--- config.mk ---
export PLATFORM = sky130hd
export DESIGN_NAME = dtc_ram
export DESIGN_NICKNAME = d
export VERILOG_FILES = /design/src/design/dtc_ram.sv
export SDC_FILE = /design/constraint.sdc
export NUM_CORES = 2
export LEC_CHECK = 0
export BUFFER_PORTS_ARGS = -buffer_cell sky130_fd_sc_hd__clkbuf_2
export CORE_MARGIN = 1.5
export CORE_UTILIZATION = 40
export CTS_CLUSTER_SIZE = 12
export DETAILED_ROUTE_END_ITERATION = 8
export GPL_TIMING_DRIVEN = 0
export PLACE_DENSITY_LB_ADDON = 0.05
export SYNTH_ARGS = -nofsm -noshare
export SYNTH_HDL_FRONTEND = slang
export SYNTH_SLANG_ARGS = --single-unit
--- constraint.sdc ---
create_clock -name clk -period 6.4 [get_ports clk]
set_input_delay 0.64 -clock clk [delete_from_list [all_inputs] [get_ports clk]]
set_output_delay 0.64 -clock clk [all_outputs]
set_load 0.03 [all_outputs]
--- src/design/dtc_ram.sv ---
// ----------------------------------------------------------------------------
// dtc_ram
// Simple dual-port memory: one write port, one read port with registered
// read data.
// ----------------------------------------------------------------------------
module dtc_ram #(
  parameter int DEPTH = 64,
  parameter int WIDTH = 32,
  localparam int AW = (DEPTH > 1) ? $clog2(DEPTH) : 1
) (
  input  logic             clk,
  input  logic             wr_en,
  input  logic [AW-1:0]    wr_addr,
  input  logic [WIDTH-1:0] wr_data,
  input  logic [AW-1:0]    rd_addr,
  output logic [WIDTH-1:0] rd_data
);

  logic [WIDTH-1:0] mem [DEPTH];

  always_ff @(posedge clk) begin
    if (wr_en) begin
      mem[wr_addr] <= wr_data;
    end
  end

  always_ff @(posedge clk) begin
    rd_data <= mem[rd_addr];
  end

endmodule

==> results.md <==
* Status: complete, but fails checks
* Failing checks: capacitance limit, slew limit
* Cell area after synthesis at between 70,000 and 80,000 µm²
* Asr flop ratio synth at 0
* Synth Instances at 3,324
* Die Ht at roughly 450 µm
* PostCTS Resize Cnt at 0
* Horiz. Die Dim at 446 µm
* Fraction of layout cells with a size suffix above 1 at 0.299
* CP max stage cell: buf_1
* Mean area per synthesized cell at roughly 24 µm²
* First-pass GRT wire length at 346,000 µm
* Initial DRC Count at 5,304
* Fmax at ~0.22 GHz
* Final Max Tran Viols at 21
* Peak VDD IR at approximately 0.00024 V
* CTS tree: built
* Crit start category: input pin
* Root Buffer: clkbuf_16
* # clock sinks at 2,080
* WS Path Type: input pin to register
* Data arrival time of the worst path at around 5.3 ns
* Synth area leader: edfxtp_1
* Pre-CTS WS at between 0.8 and 0.9 ns
* # IOs at 78
* Remaining antenna violation count after routing at 0
* RePlAce Congestion at 0.865
* Post-synth EDFFs at 2,048
* Sequential fraction of the synthesis area at 0.791
* Worst path required time at 7.11 ns
* Vias per Instance at ~5.9
* Minimum clock period at roughly 4.6 ns
* Worst path max stage delay at around 0.90 ns
* Largest net degree at the start of global routing at 65
* Hold path startpoint: wr_data[1]
* Nature of the critical path endpoint: register
* WL final at about 260,000 µm
* H-tree depth at 4
* Slew HR at -0.0408
* CTS buffer count at ~220
* Worst path most repeated cell: buf_2
* Initial Utilization at 0.403
* CP startpoint: rd_addr[1]
* Synth top area share at 0.783
* DRT Pass-1 Iters at 8
* Reg2reg start: mem[36][2]
* Area of the die at approximately 200,000 µm²
* Most common cell after layout, fill and taps aside: edfxtp_1
* Max-Cap Viols at 2
* Setup violators final at 0
* FILL cells at roughly 16,000
* Core Util, Final at 0.470
* Commonest non-fill, non-tap cells in the layout: 2,048 x edfxtp_1, 544 x mux4_2, 218 x clkbuf_16
* Total power at around 29,000 µW
* Final period utilization at 0.718
* DR WL/cell at between 30 and 40 µm
* Residual DRC count at 0
* Cell area after layout at 91,600 µm²
* Placement Cell Area at approximately 85,000 µm²
* Hold WS at ~0.22 ns
* Unique cell type count in the Yosys netlist at 34
* Yosys reg bits at approximately 2,100
* Setup Buffers After CTS at 0
* Commonest register cell after synthesis: edfxtp_1
* Via count at about 39,000
* Final net count at about 3,800
* Worst skew pair latency at just under 0.9 ns
* Static leakage at around 0.028 µW
* Vias in the first global route at 39,000
* P&R area growth vs syn at 16.7%
* CTS Hold Buffers Added at 0
* Final HPWL DP at between 150,000 and 200,000 µm
* Power density over the cells at around 310 nW/µm²
* Clk slew on worst S/H paths at 0.06 ns
* Grt ovf at 0
* Worst-margin pin slew at roughly 1.6 ns
* RSZ-0062 raised after global routing: false
* All-layer global routing usage at 0.263
* Core Region at approximately 190,000 µm²
* Crit-path cells: buf_2 > buf_2 > buf_2 > buf_1 > nand3b_1 > o221ai_1 > a21oi_1 > a21oi_1 > nor2_1
* Top area cells in the synthesized netlist: edfxtp_1 78%, mux4_2 16%, mux2i_1 1.2%
* Min-Delay Path Class: input pin to register
* Final worst slack at 1.81 ns
* Longest Clk Path Bufs at 3
* Fin. Hold Viols at 0
* YS warnings at 0
* Syn Nets at between 3,000 and 4,000
* IO buf count at 69
* Standard-cell rows at 162
* Clock Skews at around 0.030 ns
* Critical path peak fanout at 10
* Initial antenna violation count at 24
[Yosys cell counts (12+ instances only)]
master and count:
nor2b_1 15, buf_4 25, clkbuf_1 74, buf_1 21, buf_2 57, mux2i_1 93, o22ai_1 84, dfxtp_1 32
nor2_1 137, edfxtp_1 2048, a22oi_1 12, o221ai_1 27, a21oi_1 62, nand2_1 26, mux4_2 544
[stage by stage]
stage | TNS (ns) | instances
after floorplan | 0 | 3324
after global placement | -55.92 | 6017
after detailed placement | 0 | 6113
after CTS | 0 | 6504
after global routing | 0 | 6521
final | 0 | 6532
[flip-flops by register name, indices dropped and copies added (netlist names)]
register,count
mem,2048
rd_data,32
[final cells by class]
cell class | count | area [µm²] | area share
sequential | 2080 | 62100 | 0.678
clock inverter | 88 | 648 | 0.00707
multi-input combinational | 1062 | 16000 | 0.174
antenna | 18 | 45.0 | 0.000492
tap | 2624 | 3280 | 0.0358
timing repair buffer | 175 | 2700 | 0.0295
buffer | 182 | 887 | 0.00968
clock buffer | 303 | 5940 | 0.0649
[cells by family (layout without fill, tap and decap cells)]
kind of cell | after synthesis | count (layout) | synth area share
simple gates | 223 | 223 | 0.0127
other cells | 0 | 18 | 0
flops | 2080 | 2080 | 0.791
buf+inv | 182 | 748 | 0.0113
mux | 637 | 637 | 0.168
compound gates | 202 | 202 | 0.0167
[critical path, delay by kind of cell]
family,cells,cell delay [ns]
compound gates,3,1.61
buf+inv,4,2.19
simple gates,2,0.81
[worst paths after layout]
kind	to	slack [ns]	depth (start not counted)
worst max-delay path	rd_data[15]	1.81	9
worst min register to register	rd_data[15]	1.01	4
worst min-delay path	mem[32][1]	0.22	1
worst max register to register	rd_data[2]	3.63	5
[where the power goes]
group	leakage, µW	internal [µW]	switching, µW
Clock	0.00323	6610	5240
Combinational	0.00643	538	1210
Sequential	0.0187	15100	27.5
[layer usage]
layer	track usage	vias to the layer above	wire, µm
li1	-	15100	-
met1	0.357	21400	105000
met2	0.428	1807	127000
met3	0.0415	418	17900
met4	0.107	12	11300
met5	0	-	76
Power figures use the tool's default switching activity.
